**src/rtl/steady_state_replacement_macros.svh**
```systemverilog
// Assertion macros for the steady-state replacement block.
// Used by rtl/steady_state_replacement.sv; expects clk and rst in scope.
`ifndef STEADY_STATE_REPLACEMENT_MACROS_SVH
`define STEADY_STATE_REPLACEMENT_MACROS_SVH

// Same-cycle implication, disabled during reset.
`define SSR_ASSERT_NOW(label, ante, cons, msg) \
  label: assert property (@(posedge clk) disable iff (rst) (ante) |-> (cons)) \
    else $error(msg);

// Next-cycle implication, disabled during reset.
`define SSR_ASSERT_NEXT(label, ante, cons, msg) \
  label: assert property (@(posedge clk) disable iff (rst) (ante) |=> (cons)) \
    else $error(msg);

`endif

```
**src/rtl/ssr_pkg.sv**
```systemverilog
// Shared types and constants of the steady-state replacement block.
// No dependencies; used by rtl/ssr_ram.sv and rtl/steady_state_replacement.sv.
package ssr_pkg;

  localparam int SCORE_W   = 7;
  localparam int RANK_IN_W = 24;
  localparam int GENE_IN_W = 64;
  localparam int INDEX_W   = 5;
  localparam int GEN_W     = 16;
  localparam int PICK_W    = 16;
  localparam int SUM_W     = 12;
  localparam int PICK_CW   = $clog2(PICK_W);

  localparam logic OP_LOAD  = 1'b0;
  localparam logic OP_OFFER = 1'b1;

  localparam logic [1:0] ADDR_RANK_START = 2'd0;

  typedef struct packed {
    logic                 operation;
    logic [INDEX_W-1:0]   entry_index;
    logic [GENE_IN_W-1:0] genotype;
    logic [SCORE_W-1:0]   score;
    logic [RANK_IN_W-1:0] rank_value;
    logic [GEN_W-1:0]     generation;
    logic [PICK_W-1:0]    random_pick;
  } ssr_in_t;

  typedef struct packed {
    logic                 replaced;
    logic [INDEX_W-1:0]   replaced_index;
    logic                 new_best;
    logic                 duplicate;
    logic [SCORE_W-1:0]   best_score_out;
    logic [RANK_IN_W-1:0] best_rank_out;
    logic [INDEX_W-1:0]   best_slot;
    logic [SUM_W-1:0]     score_total;
  } ssr_out_t;

  typedef enum logic [2:0] {
    ST_IDLE,
    ST_SCAN,
    ST_DIV,
    ST_PICK,
    ST_COMMIT
  } ssr_state_t;

endpackage

```
**src/rtl/ssr_ram.sv**
```systemverilog
// Generic simple dual-port RAM: one write port, one read port, registered read.
// Depends on ssr_pkg only through the project import convention.
module ssr_ram #(
  parameter int WIDTH = 8,
  parameter int DEPTH = 32
) (
  input  logic                     clk,
  input  logic                     we,
  input  logic [$clog2(DEPTH)-1:0] waddr,
  input  logic [WIDTH-1:0]         wdata,
  input  logic [$clog2(DEPTH)-1:0] raddr,
  output logic [WIDTH-1:0]         rdata
);
  import ssr_pkg::*;

  logic [WIDTH-1:0] mem [DEPTH];

  always_ff @(posedge clk) begin
    if (we) begin
      mem[waddr] <= wdata;
    end
    rdata <= mem[raddr];
  end

endmodule

```
**src/rtl/steady_state_replacement.sv**
```systemverilog
// Steady-state replacement block: population table with best tracking.
// Depends on ssr_pkg, ssr_ram and steady_state_replacement_macros.svh.
//
// Usage:
//   Input channel: drive item and raise start; the transfer happens on a
//   clock edge where start is high and busy is low.
//   Result channel: done pulses for one cycle with result valid; the
//   receiver cannot stall, so capture result whenever done is high.
//   Config: APB-style port, one register (rank_start_generation) at
//   address 0; pready is tied high. Write only while the block is idle.
// Timing:
//   A load finishes at its own transfer edge: done follows in the next
//   cycle and busy never rises, so loads run at one per cycle.
//   An offer walks the table once through the entry RAM read port, runs
//   a 16-step restoring remainder for the random pick, reads the picked
//   entry of the list of worse slots and writes the winner; done rises
//   as busy falls. A duplicate or a child with no worse entry ends after
//   the scan, without running the remainder.
// Reset: synchronous, active high; best score to GENE_BITS, best rank to all
//   ones, best slot, score sum and config cleared. Table undefined until loaded.
`include "steady_state_replacement_macros.svh"

module steady_state_replacement #(
  parameter int POP_SIZE  = 32,
  parameter int GENE_BITS = 64,
  parameter int RANK_BITS = 24
) (
  input  logic             clk,
  input  logic             rst,
  input  logic             start,
  output logic             busy,
  input  ssr_pkg::ssr_in_t item,
  output logic             done,
  output ssr_pkg::ssr_out_t result,
  input  logic             psel,
  input  logic             penable,
  input  logic             pwrite,
  input  logic [1:0]       paddr,
  input  logic [31:0]      pwdata,
  output logic [31:0]      prdata,
  output logic             pready
);
  import ssr_pkg::*;

  localparam int IW = $clog2(POP_SIZE);      // slot index width
  localparam int CW = $clog2(POP_SIZE + 1);  // counter that can hold POP_SIZE
  localparam int EW = GENE_BITS + SCORE_W + RANK_BITS;
  localparam int LW = IW + SCORE_W;          // worse-list entry: slot and score

  // Control and datapath registers.
  ssr_state_t             state, state_next;
  logic [CW-1:0]          k, k_next;
  logic [IW-1:0]          eval_idx, eval_idx_next;
  logic [CW-1:0]          wcount, wcount_next;
  logic                   dup_flag, dup_flag_next;
  logic                   hit_flag, hit_flag_next;
  logic                   use_rank, use_rank_next;
  logic [GENE_BITS-1:0]   cur_gene, cur_gene_next;
  logic [SCORE_W-1:0]     cur_score, cur_score_next;
  logic [RANK_BITS-1:0]   child_rank, child_rank_next;
  logic [PICK_W-1:0]      pick_sh, pick_sh_next;
  logic [PICK_CW-1:0]     bit_cnt, bit_cnt_next;
  logic [CW-1:0]          rem, rem_next;
  logic [SCORE_W-1:0]     top_score, top_score_next;
  logic [RANK_BITS-1:0]   top_rank, top_rank_next;
  logic [IW-1:0]          best_slot, best_slot_next;
  logic [SUM_W-1:0]       score_sum, score_sum_next;
  logic [GEN_W-1:0]       rank_start;
  logic                   done_next;
  ssr_out_t               result_next;

  // Input item, trimmed to stored widths.
  logic [GENE_BITS-1:0]   in_gene;
  logic [RANK_BITS-1:0]   in_rank;
  logic                   in_beats_best;
  logic                   accept;
  logic                   offer_accept;
  logic                   load_accept;

  // Entry RAM ports.
  logic                   e_we;
  logic [IW-1:0]          e_waddr;
  logic [EW-1:0]          e_wdata;
  logic [EW-1:0]          e_rdata;
  logic [GENE_BITS-1:0]   rd_gene;
  logic [SCORE_W-1:0]     rd_score;
  logic [RANK_BITS-1:0]   rd_rank;

  // Worse-list RAM ports.
  logic                   w_we;
  logic [LW-1:0]          w_rdata;
  logic [IW-1:0]          pick_slot;
  logic [SCORE_W-1:0]     pick_old_score;

  // Remainder unit.
  logic [CW:0]            rem_shift;
  logic                   rem_ge;

  // Scan compare.
  logic                   entry_worse;

  assign busy   = (state != ST_IDLE);
  assign accept = start && !busy;
  assign offer_accept = accept && (item.operation == OP_OFFER);
  assign load_accept  = accept && (item.operation == OP_LOAD);
  assign pready = 1'b1;
  assign prdata = (paddr == ADDR_RANK_START) ? 32'(rank_start) : '0;

  assign in_gene = item.genotype[GENE_BITS-1:0];
  assign in_rank = RANK_BITS'(item.rank_value);
  assign in_beats_best = (item.score < top_score) ||
                         ((item.score == top_score) && (in_rank < top_rank));

  assign rd_gene  = e_rdata[EW-1 -: GENE_BITS];
  assign rd_score = e_rdata[RANK_BITS +: SCORE_W];
  assign rd_rank  = e_rdata[RANK_BITS-1:0];

  // Entry is worse than the child: higher score, or equal score with a higher
  // rank once the generation has reached the rank start.
  assign entry_worse = use_rank ?
                       ((cur_score < rd_score) ||
                        ((cur_score == rd_score) && (child_rank < rd_rank))) :
                       (cur_score < rd_score);

  assign pick_slot      = w_rdata[LW-1 -: IW];
  assign pick_old_score = w_rdata[SCORE_W-1:0];

  // One restoring step: shift in the next pick bit, subtract when it fits.
  assign rem_shift = {rem, pick_sh[PICK_W-1]};
  assign rem_ge    = (rem_shift >= {1'b0, wcount});

  ssr_ram #(
    .WIDTH (EW),
    .DEPTH (POP_SIZE)
  ) u_entry_ram (
    .clk   (clk),
    .we    (e_we),
    .waddr (e_waddr),
    .wdata (e_wdata),
    .raddr (k[IW-1:0]),
    .rdata (e_rdata)
  );

  ssr_ram #(
    .WIDTH (LW),
    .DEPTH (POP_SIZE)
  ) u_worse_ram (
    .clk   (clk),
    .we    (w_we),
    .waddr (wcount[IW-1:0]),
    .wdata ({eval_idx, rd_score}),
    .raddr (rem[IW-1:0]),
    .rdata (w_rdata)
  );

  // Config register.
  always_ff @(posedge clk) begin
    if (rst) begin
      rank_start <= '0;
    end else if (psel && penable && pwrite && pready) begin
      rank_start <= pwdata[GEN_W-1:0];
    end
  end

  // Next state, datapath and result.
  always_comb begin
    state_next      = state;
    k_next          = k;
    eval_idx_next   = eval_idx;
    wcount_next     = wcount;
    dup_flag_next   = dup_flag;
    hit_flag_next   = hit_flag;
    use_rank_next   = use_rank;
    cur_gene_next   = cur_gene;
    cur_score_next  = cur_score;
    child_rank_next = child_rank;
    pick_sh_next    = pick_sh;
    bit_cnt_next    = bit_cnt;
    rem_next        = rem;
    top_score_next  = top_score;
    top_rank_next   = top_rank;
    best_slot_next  = best_slot;
    score_sum_next  = score_sum;
    done_next       = 1'b0;
    result_next     = result;
    e_we            = 1'b0;
    e_waddr         = IW'(item.entry_index);
    e_wdata         = {in_gene, item.score, in_rank};
    w_we            = 1'b0;

    unique case (state)
      ST_IDLE: begin
        if (accept && item.operation == OP_LOAD) begin
          // Load: write the slot, add the score, maybe take over the best.
          result_next.replaced       = 1'b0;
          result_next.replaced_index = '0;
          result_next.duplicate      = 1'b0;
          result_next.new_best       = 1'b0;
          done_next                  = 1'b1;
          if (int'(item.entry_index) < POP_SIZE) begin
            e_we           = 1'b1;
            score_sum_next = score_sum + SUM_W'(item.score);
            if (in_beats_best) begin
              top_score_next       = item.score;
              top_rank_next        = in_rank;
              best_slot_next       = IW'(item.entry_index);
              result_next.new_best = 1'b1;
            end
          end
        end else if (accept) begin
          // Offer: capture the child, settle the best score and rank now, start the scan.
          cur_gene_next   = in_gene;
          cur_score_next  = item.score;
          child_rank_next = in_rank;
          pick_sh_next    = item.random_pick;
          use_rank_next   = (item.generation >= rank_start);
          hit_flag_next   = in_beats_best;
          if (in_beats_best) begin
            top_score_next = item.score;
            top_rank_next  = in_rank;
          end
          dup_flag_next = 1'b0;
          wcount_next   = '0;
          k_next        = '0;
          state_next    = ST_SCAN;
        end
      end

      ST_SCAN: begin
        // Issue read of slot k; data for slot k-1 is on e_rdata.
        eval_idx_next = k[IW-1:0];
        k_next        = k + 1'b1;
        if (k != '0) begin
          if (!hit_flag && rd_gene == cur_gene) begin
            dup_flag_next = 1'b1;
          end
          if (entry_worse) begin
            w_we        = 1'b1;
            wcount_next = wcount + 1'b1;
          end
        end
        if (k == CW'(POP_SIZE)) begin
          rem_next     = '0;
          bit_cnt_next = '0;
          state_next   = ST_DIV;
        end
      end

      ST_DIV: begin
        if (dup_flag || wcount == '0) begin
          // Drop the child.
          result_next.replaced       = 1'b0;
          result_next.replaced_index = '0;
          result_next.new_best       = hit_flag;
          result_next.duplicate      = dup_flag;
          done_next                  = 1'b1;
          state_next                 = ST_IDLE;
        end else begin
          rem_next     = rem_ge ? CW'(rem_shift - {1'b0, wcount}) : CW'(rem_shift);
          pick_sh_next = {pick_sh[PICK_W-2:0], 1'b0};
          bit_cnt_next = bit_cnt + 1'b1;
          if (bit_cnt == PICK_CW'(PICK_W - 1)) begin
            state_next = ST_PICK;
          end
        end
      end

      ST_PICK: begin
        // Worse-list read at rem is in flight.
        state_next = ST_COMMIT;
      end

      ST_COMMIT: begin
        e_we           = 1'b1;
        e_waddr        = pick_slot;
        e_wdata        = {cur_gene, cur_score, child_rank};
        score_sum_next = score_sum - SUM_W'(pick_old_score) + SUM_W'(cur_score);
        if (hit_flag) begin
          best_slot_next = pick_slot;
        end
        result_next.replaced       = 1'b1;
        result_next.replaced_index = INDEX_W'(pick_slot);
        result_next.new_best       = hit_flag;
        result_next.duplicate      = 1'b0;
        done_next                  = 1'b1;
        state_next                 = ST_IDLE;
      end
    endcase

    result_next.best_score_out = top_score_next;
    result_next.best_rank_out  = RANK_IN_W'(top_rank_next);
    result_next.best_slot      = INDEX_W'(best_slot_next);
    result_next.score_total    = score_sum_next;
  end

  // Control state.
  always_ff @(posedge clk) begin
    if (rst) begin
      state     <= ST_IDLE;
      done      <= 1'b0;
      top_score <= SCORE_W'(GENE_BITS);
      top_rank  <= '1;
      best_slot <= '0;
      score_sum <= '0;
    end else begin
      state     <= state_next;
      done      <= done_next;
      top_score <= top_score_next;
      top_rank  <= top_rank_next;
      best_slot <= best_slot_next;
      score_sum <= score_sum_next;
    end
  end

  // Payload and working registers.
  always_ff @(posedge clk) begin
    k          <= k_next;
    eval_idx   <= eval_idx_next;
    wcount     <= wcount_next;
    dup_flag   <= dup_flag_next;
    hit_flag   <= hit_flag_next;
    use_rank   <= use_rank_next;
    cur_gene   <= cur_gene_next;
    cur_score  <= cur_score_next;
    child_rank <= child_rank_next;
    pick_sh    <= pick_sh_next;
    bit_cnt    <= bit_cnt_next;
    rem        <= rem_next;
    result     <= result_next;
  end

  `SSR_ASSERT_NEXT(a_offer_goes_busy, offer_accept, busy, "offer did not start a search")
  `SSR_ASSERT_NEXT(a_load_one_cycle, load_accept, done && !busy, "load result missing")
  `SSR_ASSERT_NOW(a_rep_no_dup, done && result.replaced, !result.duplicate, "dup replaced")
  `SSR_ASSERT_NOW(a_drop_index, done && !result.replaced, result.replaced_index == '0, "index set")

endmodule
```
**config.mk**
```make
export PLATFORM = sky130hd
export DESIGN_NAME = steady_state_replacement
export DESIGN_NICKNAME = d
export VERILOG_FILES = /design/src/rtl/ssr_pkg.sv /design/src/rtl/ssr_ram.sv /design/src/rtl/steady_state_replacement.sv
export VERILOG_INCLUDE_DIRS = /design/src /design/src/rtl
export SDC_FILE = /design/constraint.sdc
export NUM_CORES = 2
export LEC_CHECK = 0
export ABC_AREA = 1
export BUFFER_PORTS_ARGS = -buffer_cell sky130_fd_sc_hd__buf_2
export CELL_PAD_IN_SITES_DETAIL_PLACEMENT = 0
export CELL_PAD_IN_SITES_GLOBAL_PLACEMENT = 1
export CORE_MARGIN = 4
export CORE_UTILIZATION = 43
export CTS_CLUSTER_DIAMETER = 40
export DETAILED_ROUTE_END_ITERATION = 10
export PLACE_DENSITY_LB_ADDON = 0.25
export SLEW_MARGIN = 20
export SYNTH_ARGS = -nofsm -noshare
export SYNTH_HDL_FRONTEND = slang
export SYNTH_SLANG_ARGS = --single-unit
```
**constraint.sdc**
```tcl
create_clock -name clk -period 7.15 [get_ports clk]
set_input_delay 0.715 -clock clk [delete_from_list [all_inputs] [get_ports clk]]
set_output_delay 0.715 -clock clk [all_outputs]
set_load 0.03 [all_outputs]
```
Word-level counts from Yosys, hierarchy flattened
Memories as Yosys holds them, arrays and structs flattened. A register that Yosys moved wholly into a read port is not among the register bits.
Cells that the tools add are included.
{"block": "totals", "mem_count": 2, "ff_bits": 265, "ram_bits": 3424, "input_bits": 173, "out_inout_bits": 91}
{"name": "u_entry_ram.mem", "depth": 32, "word_bits": 95, "read_ports": 1, "rd_clocked_by_memory_dff": 1, "wr": 1, "line": "ssr_ram.sv:16", "rtl": "logic [WIDTH-1:0] mem [DEPTH];"}
{"name": "u_worse_ram.mem", "depth": 32, "word_bits": 12, "read_ports": 1, "rd_clocked_by_memory_dff": 1, "wr": 1, "line": "ssr_ram.sv:16"}
{"block": "classes", "magnitude_cmp": 6, "n_mux": 61, "eq_ne": 19, "n_reduce_logical": 29, "add_sub_neg": 7, "bitwise": 2}
{"operator": "$mux W24", "count": 4}
{"operator": "$mux W95", "count": 1}
{"operator": "$eq A64 B64 Y1", "count": 1}
{"operator": "$mux W16", "count": 4}
{"operator": "$lt A24 B24 Y1", "count": 2}
{"operator": "$mux W6", "count": 7}
{"operator": "$pmux W6 S2", "count": 3}
{"operator": "$pmux W16 S2", "count": 1}
{"operator": "$mux W7", "count": 4}
{"operator": "$add A12 B7 Y12", "count": 2}
{"operator": "$pmux W12 S2", "count": 1}
{"operator": "$pmux W8 S3", "count": 1}
{"operator": "$mux W5", "count": 4}
{"operator": "$ne A2 B2 Y1 const B", "count": 9}
{"operator": "$ge A16 B16 Y1", "count": 1}
{"operator": "$mux W8", "count": 2}
{"operator": "$mux W1", "count": 15}
{"operator": "$mux W3", "count": 5}
{"operator": "$pmux W3 S5", "count": 1}
{"operator": "$eq A7 B7 Y1", "count": 2}
{"operator": "$lt A7 B7 Y1", "count": 2}
{"operator": "$add A6 B1 Y6 const B", "count": 2}
{"operator": "$mux W12", "count": 1}
{"operator": "$reduce_and A3 Y1", "count": 4}
{"operator": "other kinds (27)", "count": 45}

Logic depth before layout (Yosys ltp)
{"block": "logic_depth", "depth_word": 9, "mapped_depth": 19}

By module
From an unflattened synthesis, not the netlist that was laid out.
{"block": "hier_totals", "cells_unflattened": 13161, "hier_area_um2": 153876.3}
{"mod": "ssr_ram (u_entry_ram)", "seq_area_each_um2": 93189.4, "instances": 1, "cells_per_inst": 10009, "area_each_um2": 123218.2}
{"mod": "ssr_ram (u_worse_ram)", "seq_area_each_um2": 11771.3, "instances": 1, "cells_per_inst": 1358, "area_each_um2": 15899.0}
{"mod": "steady_state_replacement", "seq_area_each_um2": 6796.5, "instances": 1, "cells_per_inst": 1794, "area_each_um2": 14759.2}

Worst setup path before layout
OpenSTA, ideal clock, no wires.
{"block": "synth_path", "path_kind": "in2reg", "startpoint": "in start", "endpoint": "mem u_entry_ram.mem[0][0] (netlist name), enable pin", "stages": 8, "slack_ns": 1.125, "arrival_ns": 5.475, "required_ns": 6.600, "setup_time_ns": 0.550, "path_cell_list": "inv_1 > nor2_8 > inv_4 > nor2_8 > inv_2 > nand2_4 > nand3_2 > nor2_1"}
{"block": "synth_via", "elab_chain_cells": 6}
{"element": "from (decl)", "line": "steady_state_replacement.sv:30", "rtl": "input logic start,"}
{"element": "$logic_and A1 B1 Y1", "line": "steady_state_replacement.sv:103", "rtl": "assign accept = start && !busy;"}
{"element": "$logic_and A1 B1 Y1", "line": "steady_state_replacement.sv:193", "rtl": "if (accept && item.operation == OP_LOAD) begin"}
{"element": "$mux W1"}
{"element": "$pmux W1 S2", "line": "steady_state_replacement.sv:191", "rtl": "unique case (state)"}
{"element": "$mux W1", "line": "ssr_ram.sv:19", "rtl": "if (we) begin"}
{"element": "$mux W1 (implied by the code)", "line": "ssr_ram.sv:20", "rtl": "mem[waddr] <= wdata;"}
{"element": "to (decl)", "line": "ssr_ram.sv:16"}
Every way passes these cells.

Worst setup path in the final report
{"block": "layout_path", "startpoint": "reg state[0]", "endpoint": "mem u_entry_ram.mem[31][54] (netlist name), enable pin"}
{"block": "layout_via", "elab_chain_cells": 8, "elab_cells_between_ends": 11, "classes_between": "1 x eq/ne; 5 x mux; 5 x reduce/logical"}
{"element": "from (decl)", "line": "steady_state_replacement.sv:51", "rtl": "ssr_state_t state, state_next;"}
{"element": "from (signal assigned)", "line": "steady_state_replacement.sv:306", "rtl": "state <= state_next;"}
{"element": "$reduce_bool A3 Y1", "line": "steady_state_replacement.sv:102", "rtl": "assign busy = (state != ST_IDLE);"}
{"element": "$logic_not A1 Y1", "line": "steady_state_replacement.sv:103"}
{"element": "$logic_and A1 B1 Y1", "line": "steady_state_replacement.sv:103"}
{"element": "$logic_and A1 B1 Y1", "line": "steady_state_replacement.sv:193"}
{"element": "$mux W1"}
{"element": "$pmux W1 S2", "line": "steady_state_replacement.sv:191"}
{"element": "$mux W1", "line": "ssr_ram.sv:19"}
{"element": "$mux W1 (implied by the code)", "line": "ssr_ram.sv:20"}
Several ways; a longest one is shown, not always the timed one.

==> impl_metrics.csv <==
group,metric,value,unit
outcome,outcome,"finished clean",
setup_path,cp_top_family,"simple AND/OR/NAND/NOR gates",
setup_path,critPathMaxFanout,85,
power_and_ir_drop,comb_power_share,27.3,%
worst_hold_path,hp-start,"item[95]",
setup_path,crit_chain,"nor2_4 > inv_2 > nor2_4 > inv_2 > nor2_8 > inv_4 > nor2_8 > inv_2 > nand2_4 > nand3_2 > nor2_4 > buf_12",
setup_path,cp_data_arrival_time,5110,ps
logic_synthesis,ys_seq_elements,3796,
power_and_ir_drop,power_density,409,nW/µm²
floorplanning,io-pin-count,264,
logic_synthesis,ys_warn_count,0,
setup_path,startpoint_type,"flop",
logic_synthesis,yosysTopAreaCell,"edfxtp_1",
setup_path,required,7730,ps
cells_and_area,area_growth,16.5,%
setup_path,slowest_stage,"buf_12",
clocking,clockRootBuffer,"clkbuf_16",
sta,fin_setup_tns,0,ps
sta,timing.fmax,0.221,GHz
logic_synthesis,syn_inst,11500,
logic_synthesis,synth_fa_ha_area_share,1.05,%
logic_synthesis,synth_mux_area_share,0,%
clocking,htreeDepth,5,
floorplanning,row_count,215,
global_route,grt_pass1_vias,93500,
floorplanning,initial_core_util,43.3,%
logic_synthesis,synth_xor_area_share,0.153,%
logic_synthesis,synthTopCellsByCount,"3573 x edfxtp_1, 1914 x nor2_1, 1849 x o21ai_0, 1081 x nand2_1, 804 x o22ai_1",
logic_synthesis,synth_top_family_by_area,"compound AO/OA/AOI/OAI gates",
setup_path,crit_type,"reg2reg",
cells_and_area,multi_input_area,33400,µm²
logic_synthesis,ys_top_cells_by_area,"edfxtp_1 72%, o21ai_0 6.2%, nor2_1 4.8%",
global_route,track_usage,24.2,%
power_and_ir_drop,ir_drop,0.000675,V
sta,fin_crit_sh,63.3,%
routing,ant_nets,0,
power_and_ir_drop,pwr-share-clk,35.3,%
sta,min_period,4520,ps
sta,setup_viol_count_final,0,
sta,finalHoldViolCount,0,
floorplanning,die-area,355000,µm²
global_route,grt_max_degree,211,
routing,routed_wl,446000,µm
power_and_ir_drop,p_switching,24300,µW
sta,maxSlewHeadroom,20.1,%
sta,postLayoutSetupSlackWorst,2630,ps
clocking,hold_buffers,92,
clocking,cts_tree,"done",
setup_path,endpoint_kind,"flop",
clocking,clock-sinks,3796,
global_route,grt_pass1_wl,640000,µm
floorplanning,die_w,596,µm
floorplanning,coreArea,344000,µm²
floorplanning,die_h,596,µm
logic_synthesis,netlist_area,149000,µm²
cells_and_area,nNetsFinal,12000,
routing,drt_pass1_iterations,6,
cells_and_area,fill_cells,29100,
routing,drt-vias-per-instance,5.81,
sta,grt_setup_unrepaired,"false",
logic_synthesis,synth-compound-area-share,12.2,%
routing,drt_first_iter_violations,9793,
global_route,globalRouteOverflowTotal,0,
logic_synthesis,async_flop_share,0,%
logic_synthesis,synth_edf_count,3573,
routing,drcViolationCount,0,
clocking,ctsResizeCount,0,
routing,vias,97200,
logic_synthesis,synth.distinct_cells,54,
clocking,clk_path_buf_depth,4,
clocking,clkLatencyLatePin,990,ps
sta,worst_pin_slew,1200,ps
power_and_ir_drop,p_int,46600,µW
power_and_ir_drop,power_frac_seq,37.5,%
job,drv_cap,0,
setup_path,cp.buffers_inverters,5,
logic_synthesis,synth_ff_type,"edfxtp_1",
placement,numPortBuffers,230,
setup_path,timing.rr.start,"state[0]",
clocking,clk_pin_slew,60,ps
worst_hold_path,hold_path.class,"in2reg",
cells_and_area,register_area,112000,µm²
clocking,numCtsBuffers,481,
power_and_ir_drop,swShare,34.3,%
logic_synthesis,synth_area_per_cell,13.0,µm²
logic_synthesis,yosysSeqAreaShare,75.1,%
clocking,cts_setup_buffers,0,
power_and_ir_drop,power_leakage,0.0581,µW
placement,place.detailed.hpwl,214000,µm
placement,dp_slack,2680,ps
sta,fin_skew,69.5,ps
setup_path,max_stage_delay,710,ps
cells_and_area,drive_gt1_share,11.4,%
sta,slew_violations,0,
placement,gp_congestion,0.802,
logic_synthesis,synth_top_area_share,72.1,%
setup_path,startpoint,"state[0]",
logic_synthesis,synth_simple_gate_area_share,8.46,%
logic_synthesis,yosysMostFrequentCell,"edfxtp_1",
global_route,antenna_found_initial,12,
routing,routedWlPerCell,26.7,µm
-- state kept, by name, summed over array words and instances, names as in the netlist, 3 cells and up --
name	cells
u_entry_ram.rdata	95
score_sum	12
top_score	7
wcount	6
k	6
top_rank	24
rank_start	16
eval_idx	5
bit_cnt	4
best_slot	5
state	3
child_rank	24
rem	6
u_entry_ram.mem	3040
cur_gene	64
u_worse_ram.mem	384
cur_score	7
pick_sh	16
result	56
u_worse_ram.rdata	12
-- power by group through the flow --
stage	clock (µW)	sequential, µW	combinational, µW
after floorplan	0	27000	12500
after global placement	0	27000	18700
after detailed placement	0	27000	19100
after CTS	25300	26600	19200
after global routing	26400	26600	21300
final	25000	26600	19300
-- final timing paths --
path	end	slack, ps	cells past startpoint
max	u_entry_ram.mem[31][54]	2630	12
min reg2reg	result[35]	480	2
min	cur_gene[32]	50	1
max reg2reg	u_entry_ram.mem[31][54]	2630	12
-- area by class of cell --
| class | count | share of cell area (%) |
|---|---|---|
| antenna | 4 | 0.00578 |
| clock buffer | 573 | 7.35 |
| clock inverter | 341 | 2.40 |
| inverter | 329 | 0.742 |
| multi-input combinational | 6608 | 19.3 |
| sequential | 3796 | 64.5 |
| tap | 4557 | 3.29 |
| timing repair buffer | 514 | 2.45 |
-- cells in the final DEF (no fill, tap or decap), types with 92 or more instances in the layout --
master,Yosys,layout
clkbuf_16,0,488
ha_1,111,111
nor2_1,1914,1863
o21ai_0,1849,1786
dlygate4sd3_1,0,92
a21oi_1,179,179
edfxtp_1,3573,3573
a221oi_1,94,94
inv_1,319,314
nand2_1,1081,1076
buf_4,28,134
buf_2,178,230
nand3_1,170,170
dfxtp_1,223,222
a211oi_1,101,101
o22ai_1,804,804
-- routing by layer --
layer	routed length (µm)	global-route usage (%)	share of wire (%)
met2	218000	41.0	49
met4	15900	8.22	3.6
met5	0	0	0
met3	30400	3.08	6.8
met1	181000	32.3	41
-- stage by stage --
stage	cell area (µm²)	utilization (%)	hold WS, ps	power [µW]	std cells
6_report	173000	50.4	46.8	70900	16700
5_1_grt	173000	50.4	12.1	74300	16700
4_1_cts	173000	50.3	3.87	71200	16700
3_5_place_dp	155000	45.1	467	46100	15700
3_3_place_gp	155000	45.1	465	45700	15700
2_1_floorplan	149000	-	445	39500	11500
-- logic make-up (layout without fill, tap and decap cells) --
logic type | Yosys count | in the layout
fa+ha+maj | 120 | 120
xor+xnor | 26 | 26
other cells | 2 | 21
buf+inv | 1094 | 1757
simple gates | 3236 | 3236
compound gates | 3209 | 3209
flops | 3796 | 3796
-- worst register-to-register path: stages (launching register included) --
cell and delay, ps:
dfxtp_1 340, nor2_4 190, inv_2 160, nor2_4 320, inv_2 140, nor2_8 200
inv_4 120, nor2_8 290, inv_2 120, nand2_4 160, nand3_2 400, nor2_4 660
buf_12 710
(Power assumes the default switching activity.)
